<file path="config.mk">
export PLATFORM = sky130hd
export DESIGN_NAME = dns_name_label_encoder_core
export DESIGN_NICKNAME = d
export VERILOG_FILES = /design/src/design/dnle_pkg.sv /design/src/design/dnle_cell.sv /design/src/design/dnle_ctrl.sv /design/src/design/dns_name_label_encoder_core.sv
export VERILOG_INCLUDE_DIRS = /design/src /design/src/design
export SDC_FILE = /design/constraint.sdc
export NUM_CORES = 1
export LEC_CHECK = 0
export BUFFER_PORTS_ARGS = -buffer_cell sky130_fd_sc_hd__buf_2
export CORE_MARGIN = 10
export CORE_UTILIZATION = 31
export DETAILED_ROUTE_END_ITERATION = 8
export PLACE_DENSITY = 0.58
export SLEW_MARGIN = 20
export SYNTH_ARGS = -nofsm -noshare
export SYNTH_HDL_FRONTEND = slang
export SYNTH_SLANG_ARGS = --single-unit
</file>
<file path="constraint.sdc">
create_clock -name clk_i -period 2.8 [get_ports clk_i]
set_clock_uncertainty 0.15 [all_clocks]
set_input_delay 0.56 -clock clk_i [delete_from_list [all_inputs] [get_ports clk_i]]
set_output_delay 0.56 -clock clk_i [all_outputs]
set_load 0.01 [all_outputs]
</file>
<file path="src/design/assert_macros.svh">
// Assertion helper macros for the label encoder RTL.
// Checks compile only when SYNTHESIS is not defined.
`ifndef ASSERT_MACROS_SVH
`define ASSERT_MACROS_SVH
`ifndef SYNTHESIS
// The property must hold at every clock edge outside reset.
`define ASSERT_HOLDS(lbl, clk, rst_n, prop) \
  lbl: assert property (@(posedge clk) disable iff (!rst_n) (prop)) \
    else $error("assertion failed");
// The condition must never be true outside reset.
`define ASSERT_NEVER(lbl, clk, rst_n, cond) \
  lbl: assert property (@(posedge clk) disable iff (!rst_n) !(cond)) \
    else $error("forbidden condition seen");
`else
`define ASSERT_HOLDS(lbl, clk, rst_n, prop)
`define ASSERT_NEVER(lbl, clk, rst_n, cond)
`endif
`endif

</file>
<file path="src/design/dnle_pkg.sv">
// Shared types and constants of the DNS name label encoder.
// Used by the control module and the top level.
package dnle_pkg;

  localparam logic [7:0] DOT_CHAR = 8'h2E;

  typedef enum logic [1:0] {
    ST_IDLE,
    ST_LEN,
    ST_DRAIN
  } state_e;

  // Control from the sequencer to the row of storage cells and output mux.
  typedef struct packed {
    logic store;
    logic shift;
    logic emit_len;
  } cell_ctl_t;

endpackage

</file>
<file path="src/design/dnle_cell.sv">
// One storage cell of the label buffer row.
// Loads a character when addressed, or takes its neighbor's byte on a shift.
module dnle_cell (
  input  logic       clk_i,
  input  logic       load_i,
  input  logic       shift_i,
  input  logic [7:0] char_i,
  input  logic [7:0] next_i,
  output logic [7:0] data_o
);

  logic [7:0] data_q;
  logic [7:0] data_d;

  always_comb begin
    data_d = data_q;
    if (load_i) begin
      data_d = char_i;
    end else if (shift_i) begin
      data_d = next_i;
    end
  end

  always_ff @(posedge clk_i) begin
    data_q <= data_d;
  end

  assign data_o = data_q;

endmodule

</file>
<file path="src/design/dnle_ctrl.sv">
// Sequencer of the label encoder: label count, overflow flag and beat control.
// Depends on dnle_pkg and assert_macros.svh.
`include "assert_macros.svh"

module dnle_ctrl #(
  parameter int unsigned MaxLabel = 63,
  parameter int unsigned CntW     = $clog2(MaxLabel + 1)
) (
  input  logic              clk_i,
  input  logic              rst_ni,
  input  logic              in_valid_i,
  input  logic [7:0]        char_in_i,
  input  logic              name_end_i,
  output logic              in_stall_o,
  output logic              out_valid_o,
  input  logic              out_stall_i,
  output logic              is_length_o,
  output logic              label_overflow_o,
  output logic              run_last_o,
  output logic [CntW-1:0]   count_o,
  output dnle_pkg::cell_ctl_t ctl_o
);

  localparam logic [CntW-1:0] MaxCnt = CntW'(MaxLabel);
  localparam logic [CntW-1:0] OneCnt = CntW'(1);

  dnle_pkg::state_e state_q, state_d;
  logic [CntW-1:0]  count_q, count_d;
  logic             ovf_q, ovf_d;
  logic             in_acc;
  logic             is_dot;
  logic             has_room;

  assign in_acc   = in_valid_i && (state_q == dnle_pkg::ST_IDLE);
  assign is_dot   = (char_in_i == dnle_pkg::DOT_CHAR);
  assign has_room = (count_q < MaxCnt);

  always_comb begin
    state_d          = state_q;
    count_d          = count_q;
    ovf_d            = ovf_q;
    out_valid_o      = 1'b0;
    is_length_o      = 1'b0;
    label_overflow_o = 1'b0;
    run_last_o       = 1'b0;
    ctl_o            = '0;
    unique case (state_q)
      dnle_pkg::ST_IDLE: begin
        if (in_acc) begin
          if (is_dot) begin
            state_d = dnle_pkg::ST_LEN;
          end else begin
            // Characters past the label limit are dropped and flagged.
            if (has_room) begin
              ctl_o.store = 1'b1;
              count_d     = count_q + OneCnt;
            end else begin
              ovf_d = 1'b1;
            end
            if (name_end_i) begin
              state_d = dnle_pkg::ST_LEN;
            end
          end
        end
      end
      dnle_pkg::ST_LEN: begin
        out_valid_o      = 1'b1;
        is_length_o      = 1'b1;
        label_overflow_o = ovf_q;
        ctl_o.emit_len   = 1'b1;
        run_last_o       = (count_q == '0);
        if (!out_stall_i) begin
          ovf_d   = 1'b0;
          state_d = (count_q == '0) ? dnle_pkg::ST_IDLE : dnle_pkg::ST_DRAIN;
        end
      end
      dnle_pkg::ST_DRAIN: begin
        // The count now tracks how many characters are still in the row.
        out_valid_o = 1'b1;
        run_last_o  = (count_q == OneCnt);
        if (!out_stall_i) begin
          ctl_o.shift = 1'b1;
          count_d     = count_q - OneCnt;
          if (count_q == OneCnt) begin
            state_d = dnle_pkg::ST_IDLE;
          end
        end
      end
      default: begin
        state_d = dnle_pkg::ST_IDLE;
      end
    endcase
  end

  always_ff @(posedge clk_i or negedge rst_ni) begin
    if (!rst_ni) begin
      state_q <= dnle_pkg::ST_IDLE;
      count_q <= '0;
      ovf_q   <= 1'b0;
    end else begin
      state_q <= state_d;
      count_q <= count_d;
      ovf_q   <= ovf_d;
    end
  end

  assign in_stall_o = (state_q != dnle_pkg::ST_IDLE);
  assign count_o    = count_q;

  `ASSERT_HOLDS(a_count_in_range, clk_i, rst_ni, count_q <= MaxCnt)
  `ASSERT_NEVER(a_store_and_shift, clk_i, rst_ni, ctl_o.store && ctl_o.shift)
  `ASSERT_NEVER(a_drain_empty, clk_i, rst_ni,
                (state_q == dnle_pkg::ST_DRAIN) && (count_q == '0))
  `ASSERT_HOLDS(a_drain_done_idle, clk_i, rst_ni,
                ((state_q == dnle_pkg::ST_DRAIN) && !out_stall_i && (count_q == OneCnt))
                |=> ((state_q == dnle_pkg::ST_IDLE) && (count_q == '0) && !ovf_q))

endmodule

</file>
<file path="src/design/dns_name_label_encoder_core.sv">
// DNS name label encoder: dotted name in, length-prefixed label bytes out.
// A character that is neither a dot nor the last of the name is taken and yields no beat.
// A flushing item (dot or last character) gives the length beat in the cycle after it is
// taken and then one character beat per cycle while the receiver does not stall; input is
// stalled until the last beat of the run is taken.
// Reset clears the sequencer, the label count and the overflow flag; the cells do not reset.
module dns_name_label_encoder_core #(
  parameter int unsigned MAX_LABEL = 63
) (
  input  logic       clk_i,
  input  logic       rst_ni,
  input  logic       in_valid_i,
  output logic       in_stall_o,
  input  logic [7:0] char_in_i,
  input  logic       name_end_i,
  output logic       out_valid_o,
  input  logic       out_stall_i,
  output logic [7:0] byte_out_o,
  output logic       is_length_o,
  output logic       label_overflow_o,
  output logic       run_last_o
);

  localparam int unsigned CntW = $clog2(MAX_LABEL + 1);

  logic [CntW-1:0]     count;
  dnle_pkg::cell_ctl_t ctl;
  logic [7:0]          cell_data [MAX_LABEL];

  dnle_ctrl #(
    .MaxLabel (MAX_LABEL),
    .CntW     (CntW)
  ) u_ctrl (
    .clk_i            (clk_i),
    .rst_ni           (rst_ni),
    .in_valid_i       (in_valid_i),
    .char_in_i        (char_in_i),
    .name_end_i       (name_end_i),
    .in_stall_o       (in_stall_o),
    .out_valid_o      (out_valid_o),
    .out_stall_i      (out_stall_i),
    .is_length_o      (is_length_o),
    .label_overflow_o (label_overflow_o),
    .run_last_o       (run_last_o),
    .count_o          (count),
    .ctl_o            (ctl)
  );

  // Cell k takes the character when the count points at it; on a shift the
  // row moves one place toward cell 0, which feeds the output.
  for (genvar k = 0; k < MAX_LABEL; k++) begin : g_cell
    logic [7:0] next_data;
    logic       load;

    if (k == MAX_LABEL - 1) begin : g_tail
      assign next_data = 8'h00;
    end else begin : g_body
      assign next_data = cell_data[k+1];
    end

    assign load = ctl.store && (count == CntW'(k));

    dnle_cell u_cell (
      .clk_i   (clk_i),
      .load_i  (load),
      .shift_i (ctl.shift),
      .char_i  (char_in_i),
      .next_i  (next_data),
      .data_o  (cell_data[k])
    );
  end

  assign byte_out_o = ctl.emit_len ? 8'(count) : cell_data[0];

endmodule

</file>
* After elaboration in Yosys (flattened, before gate mapping)
Cells that the tools add are included.
Word-level totals: memories kept 0, RAM bits 0, bits in latches 0, register bits 513, output and inout port bits 13, word-level logic and storage cells 433, ROM bits 0
Cells by class: eq/ne operators 73, reduce and logical (&&, ||, !) cells 136, $add $sub $neg 2, multiplexer cells 155, bitwise logic cells 0, $mul 0, div/mod/pow operators 0, order comparisons 1, shifts and indexed selects 0
Operator list (count):
- $mux 8 | 127
- $eq 6x6->1 const B | 31
- $reduce_bool 2->1 | 66
- $eq 6x5->1 const B | 16
- $logic_and 1x1->1 | 64
- $eq 6x4->1 const B | 8
- $eq 6x3->1 const B | 4
- $mux 6 | 4
- $reduce_and 5->1 | 3
- $mux 2 | 7
- $mux 1 | 13
- $eq 6x2->1 const B | 2
- $pmux 6 s2 | 1
- $ne 2x2->1 const B | 5
- $eq 8x6->1 const B | 1
- $add 6x1->6 const B | 1
- $eq 6x1->1 const B | 1
- $logic_not 6->1 | 1
- $lt 6x6->1 const B | 1
- $pmux 2 s3 | 1
- $sub 6x1->6 const B | 1
- $ne 2x1->1 const B | 2
- $pmux 1 s2 | 2
- $ne 3x2->1 const B | 1
- other kinds (4) | 4

* Depth between registers and ports, before layout
Gate-level depths: netlist of run 1.
depth in word-level cells 7, mapped depth 9, gate-level depth less buffers 6

* Modules after synthesis
From an unflattened synthesis of run 1, not the netlist that was laid out.
Unflattened totals: cell total of the unflattened synthesis 1322, area, all modules 25137.9 sq um
By module, submodules not included:
- dnle_cell | cells an instance 18, area each 377.9 sq um, instances 63, seq. area each 240.2 sq um
- dnle_ctrl | cells an instance 86, area each 779.5 sq um, instances 1, seq. area each 225.2 sq um
- dns_name_label_encoder_core | cells an instance 102, area each 553.0 sq um, instances 1, seq. area each 0.0 sq um

* Worst setup path before layout of run 1
OpenSTA, ideal clock, no wires.
path kind in2reg, from in char_in_i[3], to reg g_cell[55].u_cell.data_q[0], enable pin, data required time 2.316 ns, cell stages on the path 8, path slack 0.042 ns, arrival 2.274 ns, library setup time 0.334 ns, buffers on the path 4, path through clkbuf_1 and4b_1 buf_2 a2111oi_2 buf_4 and2_1 buf_4 nand2b_1
Between the ends: longest elaborated chain between the ends 6
RTL lines:
- start, declared | line dns_name_label_encoder_core.sv:14 | input logic [7:0] char_in_i,
- $eq 8x6->1 | line dnle_ctrl.sv:35 | assign is_dot = (char_in_i == dnle_pkg::DOT_CHAR);
- $mux 1 | line dnle_ctrl.sv:50 | if (is_dot) begin
- $mux 1 | line dnle_ctrl.sv:49 | if (in_acc) begin
- $mux 1 | line dnle_ctrl.sv:47 | unique case (state_q)
- $logic_and 1x1->1 | line dns_name_label_encoder_core.sv:61 | assign load = ctl.store && (count == CntW'(k));
- $reduce_bool 2->1 (no source line)
- end signal, assigned | line dnle_cell.sv:25 | data_q <= data_d;
- end, declared | line dnle_cell.sv:12 | logic [7:0] data_q;
No other way between the ends. A chain may end at the register's enable or synchronous reset.

* Final worst setup path of run 1
from reg u_ctrl.count_q[0], in the netlist u_ctrl.count_o[0], to out run_last_o
Between the ends: longest elaborated chain between the ends 2
RTL lines:
- start, declared | line dnle_ctrl.sv:28 | logic [CntW-1:0] count_q, count_d;
- start signal, assigned | line dnle_ctrl.sv:102 | count_q <= count_d;
- $eq 6x1->1 / $logic_not 6->1 (equally long branches) | line dnle_ctrl.sv:80, dnle_ctrl.sv:71
- $pmux 1 s2 * | line dnle_ctrl.sv:47
- end, declared | line dns_name_label_encoder_core.sv:21 | output logic run_last_o
Every way passes the cells marked *; elsewhere a longest branch is shown, timed or not.

==> results of run 1 <==
## routing by layer
metal | part of all wire, % | routed length [um] | up-vias | global-route usage, %
met4 | 2.1 | 1020 | 2 | 3.03
met3 | 3.6 | 1700 | 66 | 1.94
met5 | 0.025 | 12 | - | 0
li1 | - | - | 5552 | -
met1 | 45 | 21200 | 6081 | 14.0
met2 | 50 | 23700 | 185 | 18.7
## Yosys cell counts (all sizes together) (5+ instances only)
cell    instances
nand3          11
nand2b         17
a211oi          5
nor3           13
inv             9
nand2         100
clkbuf         69
buf            16
nor2b           7
ha              8
edfxtp        504
dfrtp           9
and2           13
nor2           10
mux2          502
## path summary, 6_finish.rpt
check                                                 startpoint                               endpoint  slack (ns)  cells after the start
max                                u_ctrl.count_o[0]$_DFFE_PN0P_                             run_last_o        0.06                      6
max reg2reg                        u_ctrl.state_q[1]$_DFFE_PN0P_  g_cell[12].u_cell.data_o[1]$_DFFE_PP_        0.10                      8
max in group asynchronous                                 rst_ni          u_ctrl.count_o[4]$_DFFE_PN0P_        2.04                      2
min in group asynchronous                                 rst_ni               u_ctrl.ovf_q$_DFFE_PN0P_        0.22                      2
min                                                  out_stall_i               u_ctrl.ovf_q$_DFFE_PN0P_        0.12                      3
min reg2reg                g_cell[56].u_cell.data_o[7]$_DFFE_PP_  g_cell[55].u_cell.data_o[7]$_DFFE_PP_        0.39                      1
## kinds of logic (layout without fill, tap and decap cells)
| kind of cell | Yosys count | after routing | share of synthesized area, % |
|---|---|---|---|
| xor gates and xnor gates | 6 | 6 | 0.231 |
| and+or+nand+nor | 189 | 189 | 4.35 |
| DFF | 513 | 513 | 67.5 |
| buffers and inverters | 94 | 322 | 1.64 |
| muxes | 506 | 506 | 25.0 |
| adders and majority gates | 8 | 8 | 0.440 |
| AOI/OAI and AO/OA | 23 | 23 | 0.841 |
## sequential cells by signal, summed over array words and instances (netlist names)
register,flops
u_ctrl.count_o,6
g_cell.u_cell.data_o,504
u_ctrl.ovf_q,1
u_ctrl.state_q,2
## through the flow
step                area (um2)  setup slack, ns  util, %
finish                   27400           0.0629     37.6
detailed placement       25500           -0.224     35.0
CTS                      27400          0.00216     37.6
floorplan                22800           0.0419        -
global route             27400          -0.0245     37.6
global placement         25500           -0.239     35.0
## report_power, final
| part | leakage, nW | internal [mW] | total [mW] | switching [mW] |
|---|---|---|---|---|
| Combinational | 4.07 | 1.89 | 4.05 | 2.16 |
| Sequential | 4.70 | 9.96 | 10.3 | 0.375 |
| Clock | 0.885 | 4.42 | 7.33 | 2.91 |
| Total | 9.65 | 16.3 | 21.7 | 5.44 |
## cell type report
type,count,area (um2)
flip-flops and latches,513,15400
clock inverters,35,464
multi-input cells,732,7080
fillers,6750,45400
well taps,959,1200
inverters,9,36.3
repair buffers,218,1930
clock buffers,60,1330
## critical path: stages (launching register included)
cell     delay, ns
dfrtp_2       0.46
inv_4         0.07
ha_2          0.20
buf_4         0.15
a22o_1        0.21
and3_4        0.19
buf_2         0.14
## cells in the final DEF (no fill, tap or decap), types with 2 or more instances in the layout
master | synthesis | final
edfxtp_1 | 504 | 504
mux2_2 | 494 | 494
buf_4 | 2 | 164
nand2_1 | 93 | 92
clkbuf_16 | 0 | 52
buf_12 | 0 | 28
buf_2 | 10 | 25
nand2b_1 | 17 | 17
and2_1 | 12 | 12
clkinv_2 | 0 | 11
bufinv_16 | 0 | 11
nor2_1 | 10 | 10
nand3_1 | 9 | 9
clkinv_1 | 0 | 9
nand2_2 | 7 | 8
mux2_1 | 8 | 8
clkbuf_1 | 69 | 8
inv_1 | 9 | 7
nor3_1 | 7 | 7
nor2b_1 | 7 | 7
nor3_2 | 6 | 6
dfrtp_1 | 9 | 6
a211oi_1 | 5 | 5
ha_1 | 8 | 5
xor2_1 | 4 | 4
mux2i_1 | 4 | 4
and3_1 | 4 | 3
nand3b_1 | 3 | 3
a21oi_1 | 3 | 3
dfrtp_2 | 0 | 3
a221oi_2 | 2 | 2
nand3_2 | 2 | 2
and3b_1 | 2 | 2
a22o_1 | 2 | 2
a32oi_1 | 2 | 2
xnor2_1 | 2 | 2
o21ai_0 | 2 | 2
ha_2 | 0 | 2
inv_6 | 0 | 2
## timing repair
action,CTS,global route
gates resized for setup,10,2
setup buffers,0,3
endpoints found under the setup margin,176,26
hold buffers,1,0
endpoints found under the hold margin,9,0
==> flow_summary.json, run 1 <==
{
  "hold_violations": 0,
  "finalCritPeriodShare_pct": 97.8,
  "synth_cells": 1339,
  "die_y_um": 291,
  "h-tree-depth": 2,
  "hp-class": "in -> reg",
  "whs_ns": 0.115,
  "report.final.setup_viol": 0,
  "area_growth_pct": 20.4,
  "slew_viol_final": 0,
  "vias": 11900,
  "synthTopCellsByArea": "edfxtp_1 (66%), mux2_2 (24%), nand2_1 (1.5%)",
  "wire_per_inst_um": 18.9,
  "routed_wl_um": 47700,
  "outcome": "finished, final reports clean",
  "synth-main-ff-cell": "edfxtp_1",
  "fmax_mhz": 365,
  "slew_headroom_pct": 41.2,
  "p_total_mw": 21.7,
  "yosysWarnings": 0,
  "grt_pass1_wl_um": 74400,
  "drc": 0,
  "numCtsBuffers": 51,
  "start_util_pct": 31.2,
  "fin_nets": 1546,
  "yosysTopAreaCell": "edfxtp_1",
  "setup_tns_ns": 0,
  "grt_max_degree": 64,
  "viasPerCell": 4.71,
  "cp.required_ns": 2.09,
  "cts_root_buffer": "clkbuf_16",
  "cap_violations": 0,
  "post-dp-hpwl_um": 29000,
  "dp_cells": 2427,
  "grt_pass1_vias": 12700,
  "insertion_delay_ns": 0.60,
  "worstSetupPathType": "reg -> out",
  "num_io_pins": 26,
  "drive_above_1_share_pct": 52.5,
  "worstPathArrival_ns": 2.03,
  "antenna_left": 0,
  "cts_sinks": 513,
  "synth_top_area_share_pct": 66.5,
  "rsz0062_at_grt": "yes",
  "antennaDiodeCount": 0,
  "crit_path_max_fanout": 6,
  "p_per_area_mw_per_mm2": 792,
  "syn_area_per_cell_um2": 17.0,
  "syn_nets": 1360,
  "synthArstFlopShare_pct": 1.75,
  "synth_cell_types": 48,
  "path_clk_slew_ns": 0.06,
  "synth-seq-cells": 513,
  "p_leak_nw": 9.65,
  "yosysSeqAreaShare_pct": 67.5,
  "netlist_area_mm2": 0.0228,
  "track_usage_pct": 10.9,
  "core_area_mm2": 0.0728,
  "cp-end-kind": "output port",
  "fin_cells": 2526,
  "setup.worst_path.start_class": "flip-flop",
  "routabilityCongestion": 0.794,
  "drt_iter0_drc": 740,
  "antenna_found_initial": 1,
  "worst_ir_drop_vdd_uv": 511,
  "portBuffers": 25,
  "tightest_slew_ns": 0.882,
  "grt.overflow.total": 0,
  "die_w_um": 291,
  "synth_edf_count": 504,
  "fin_crit_ns": 2.74,
  "cts_tree": "built",
  "num_rows": 99,
  "dieArea_mm2": 0.0847,
  "cts.path.max_buffers": 3,
  "drtPass1Iterations": 5
}
(Power assumes the default switching activity.)
==> run 2: changes to the inputs <==
--- a/config.mk
+++ b/config.mk
@@ -7,6 +7,7 @@
 export NUM_CORES = 1
 export LEC_CHECK = 0
 export BUFFER_PORTS_ARGS = -buffer_cell sky130_fd_sc_hd__buf_2
+export CORE_ASPECT_RATIO = 1.5
 export CORE_MARGIN = 10
 export CORE_UTILIZATION = 31
 export DETAILED_ROUTE_END_ITERATION = 8
@@ -14,4 +15,5 @@
 export SLEW_MARGIN = 20
 export SYNTH_ARGS = -nofsm -noshare
 export SYNTH_HDL_FRONTEND = slang
+export SYNTH_HIERARCHICAL = 1
 export SYNTH_SLANG_ARGS = --single-unit
==> run 2 against run 1 <==
Against the previous run:
- sequential power about the same
- critical path type unchanged
- largest power group unchanged
- via count decreased by 0.11%
- worst setup slack got worse by 0.0085 ns
- clock-buffer cell count increased by 7
==> flow_summary.json, run 2 <==
{
  "outcome": "finished, final reports clean",
  "insertion_delay_ns": 0.60,
  "antenna_found_initial": 1,
  "p_per_area_mw_per_mm2": 747,
  "worstPathArrival_ns": 2.04,
  "worstSetupPathType": "reg -> out",
  "finalCritPeriodShare_pct": 98.1,
  "place_area_mm2": 0.0276,
  "utilization_pct": 36.9,
  "slew_viol_final": 0,
  "fin_crit_ns": 2.75,
  "rsz0062_at_grt": "yes",
  "whs_ns": 0.199,
  "viasPerCell": 4.66,
  "cp-end-kind": "output port",
  "fin_nets": 1493,
  "drc": 0,
  "p_leak_nw": 10.6,
  "hp-class": "in -> reg",
  "grt_pass1_wl_um": 79600,
  "routed_wl_um": 52100,
  "dieArea_mm2": 0.0931,
  "netlist_area_mm2": 0.0251,
  "synth-seq-cells": 513,
  "grt_pass1_vias": 13000,
  "worstRegToRegCells": 9,
  "fmax_mhz": 364,
  "routabilityCongestion": 0.737,
  "synth_cell_types": 48,
  "grt.overflow.total": 0,
  "die_y_um": 369,
  "reg2reg_from": "u_ctrl/count_o[0]$_DFFE_PN0P_",
  "fin_area_mm2": 0.0296,
  "core_area_mm2": 0.0802,
  "num_rows": 127,
  "antenna_left": 0,
  "vias": 11900,
  "cts_sinks": 513,
  "yosysWarnings": 6,
  "slew_headroom_pct": 33.2,
  "hold_depth": 4,
  "syn_area_per_cell_um2": 19.0,
  "crit_path_max_fanout": 4,
  "track_usage_pct": 11.0,
  "hold_violations": 0,
  "cts.path.max_buffers": 3,
  "area_growth_pct": 17.7,
  "yosysTopAreaCell": "edfxtp_1",
  "synth_cells": 1322,
  "die_w_um": 253,
  "most-common-layout-cells": "mux2_4 (504), edfxtp_1 (504), buf_4 (85)",
  "fin_cells": 2547,
  "drive_above_1_share_pct": 53.8,
  "synth_top_area_share_pct": 60.2,
  "worst_ir_drop_vdd_uv": 485,
  "drt_iter0_drc": 768,
  "synth_edf_count": 504,
  "dp_cells": 2442,
  "portBuffers": 25,
  "cts_tree": "built",
  "h-tree-depth": 2,
  "grt_max_degree": 64,
  "largest_register_ffs": 504,
  "synthTopCellsByCount": "edfxtp_1 (504), mux2_4 (504), nor2_1 (68)",
  "path_clk_slew_ns": 0.06,
  "wire_per_inst_um": 20.5,
  "cts_root_buffer": "clkbuf_16",
  "setup.worst_path.start_class": "flip-flop",
  "synth-main-ff-cell": "edfxtp_1",
  "post-dp-hpwl_um": 32000,
  "drtPass1Iterations": 5,
  "report.final.setup_viol": 0,
  "regToRegEndpoint": "g_cell[23].u_cell/data_o[4]$_DFFE_PP_",
  "synthArstFlopShare_pct": 1.75,
  "ff2ff_setup_slack_ns": 0.06,
  "worstHoldEndpoint": "u_ctrl/state_q[0]$_DFFE_PN0P_",
  "synthTopCellsByArea": "edfxtp_1 (60%), mux2_4 (30%), buf_6 (2.8%)",
  "yosysSeqAreaShare_pct": 61.1,
  "numCtsBuffers": 54,
  "cap_violations": 0,
  "tightest_slew_ns": 1.00,
  "nFillCells": 7323,
  "min_from": "name_end_i",
  "num_io_pins": 26,
  "cp.required_ns": 2.09,
  "start_util_pct": 31.3
}
run 2: changes by cell type after synthesis, moves of 8 or more:
cell / previous run / this run
mux2_4: 0 / 504
mux2_2: 494 / 6
nand2_1: 93 / 10
buf_6: 0 / 63
or2_1: 0 / 63
clkbuf_1: 69 / 8
nor2_1: 10 / 68
nand2b_1: 17 / 1
and2_1: 12 / 1
mux2_1: 8 / 0
run 2: area by class of cell:
type,count,area (um2),area share (%)
sequential,513,15400,51.9
multi-input combinational,733,9220,31.2
timing repair buffer,165,1960,6.61
clock buffer,67,1440,4.87
tap,1032,1290,4.36
clock inverter,30,287,0.969
inverter,6,22.5,0.0761
antenna,1,2.50,0.00846
run 2: cell families (layout without fill, tap and decap cells):
| logic type | count (synthesis) | in the layout | share of synthesized area, % |
|---|---|---|---|
| buffers and inverters | 83 | 268 | 3.18 |
| AND/OR/NAND/NOR | 182 | 182 | 4.12 |
| flip-flops | 513 | 513 | 61.1 |
| adder cells (fa/ha/maj) | 7 | 7 | 0.348 |
| other | 1 | 9 | 0.0149 |
| AO/OA/AOI/OAI | 19 | 19 | 0.607 |
| XOR/XNOR | 5 | 5 | 0.174 |
| multiplexers | 512 | 512 | 30.5 |
run 2: power by group:
group | internal [mW] | total, mW | switching, mW | leakage [nW]
combinational | 2.30 | 4.68 | 2.38 | 5.07
sequential | 9.97 | 10.3 | 0.351 | 4.70
clock | 4.10 | 7.09 | 2.98 | 0.855
run 2: repair_timing:
action	CTS	global route
buffers inserted	6	0
hold endpoints to repair	9	0
resized for setup	36	30
pin swaps	2	1
setup endpoints to repair	243	438
hold buffers	1	0
run 2: per-stage QoR:
step	setup slack, ns	TNS (ns)	total power [mW]
4_1_cts	-0.0198	-0.353	22.3
3_3_place_gp	-0.320	-93.38	14.8
6_report	0.0544	0	22.1
3_5_place_dp	-0.397	-121.50	14.9
2_1_floorplan	-0.0296	-2.23	13.2
5_1_grt	-0.0181	-0.0181	23.0
run 2: layer usage:
layer  global-route usage, %  wire, um  vias to the layer above  part of all wire (%)
met5                       0         0                        -                     0
met4                    3.14      1150                        0                   2.2
met3                    2.03      2230                       82                   4.3
met2                    19.7     26900                      223                    52
met1                    13.3     21800                     6216                    42
li1                        -         -                     5352                     -
run 2: worst max-delay path by stage:
stage,start,endpoint,slack (ns)
6_report,u_ctrl/count_o[0]$_DFFE_PN0P_,run_last_o,0.05
5_1_grt,u_ctrl/count_o[0]$_DFFE_PN0P_,run_last_o,-0.02
4_1_cts,u_ctrl/count_o[1]$_DFFE_PN0P_,g_cell[12].u_cell/data_o[4]$_DFFE_PP_,-0.02
3_5_place_dp,in_valid_i,g_cell[26].u_cell/data_o[1]$_DFFE_PP_,-0.40
3_3_place_gp,in_valid_i,g_cell[11].u_cell/data_o[3]$_DFFE_PP_,-0.32
2_1_floorplan,char_in_i[4],g_cell[5].u_cell/data_o[0]$_DFFE_PP_,-0.03
run 2: worst max-delay path, stage by stage, from the launching register on:
cell and delay, ns:
dfrtp_2 0.40, buf_4 0.14, buf_8 0.12, buf_8 0.12
ha_2 0.18, a22o_1 0.18, and3_1 0.15, buf_2 0.14
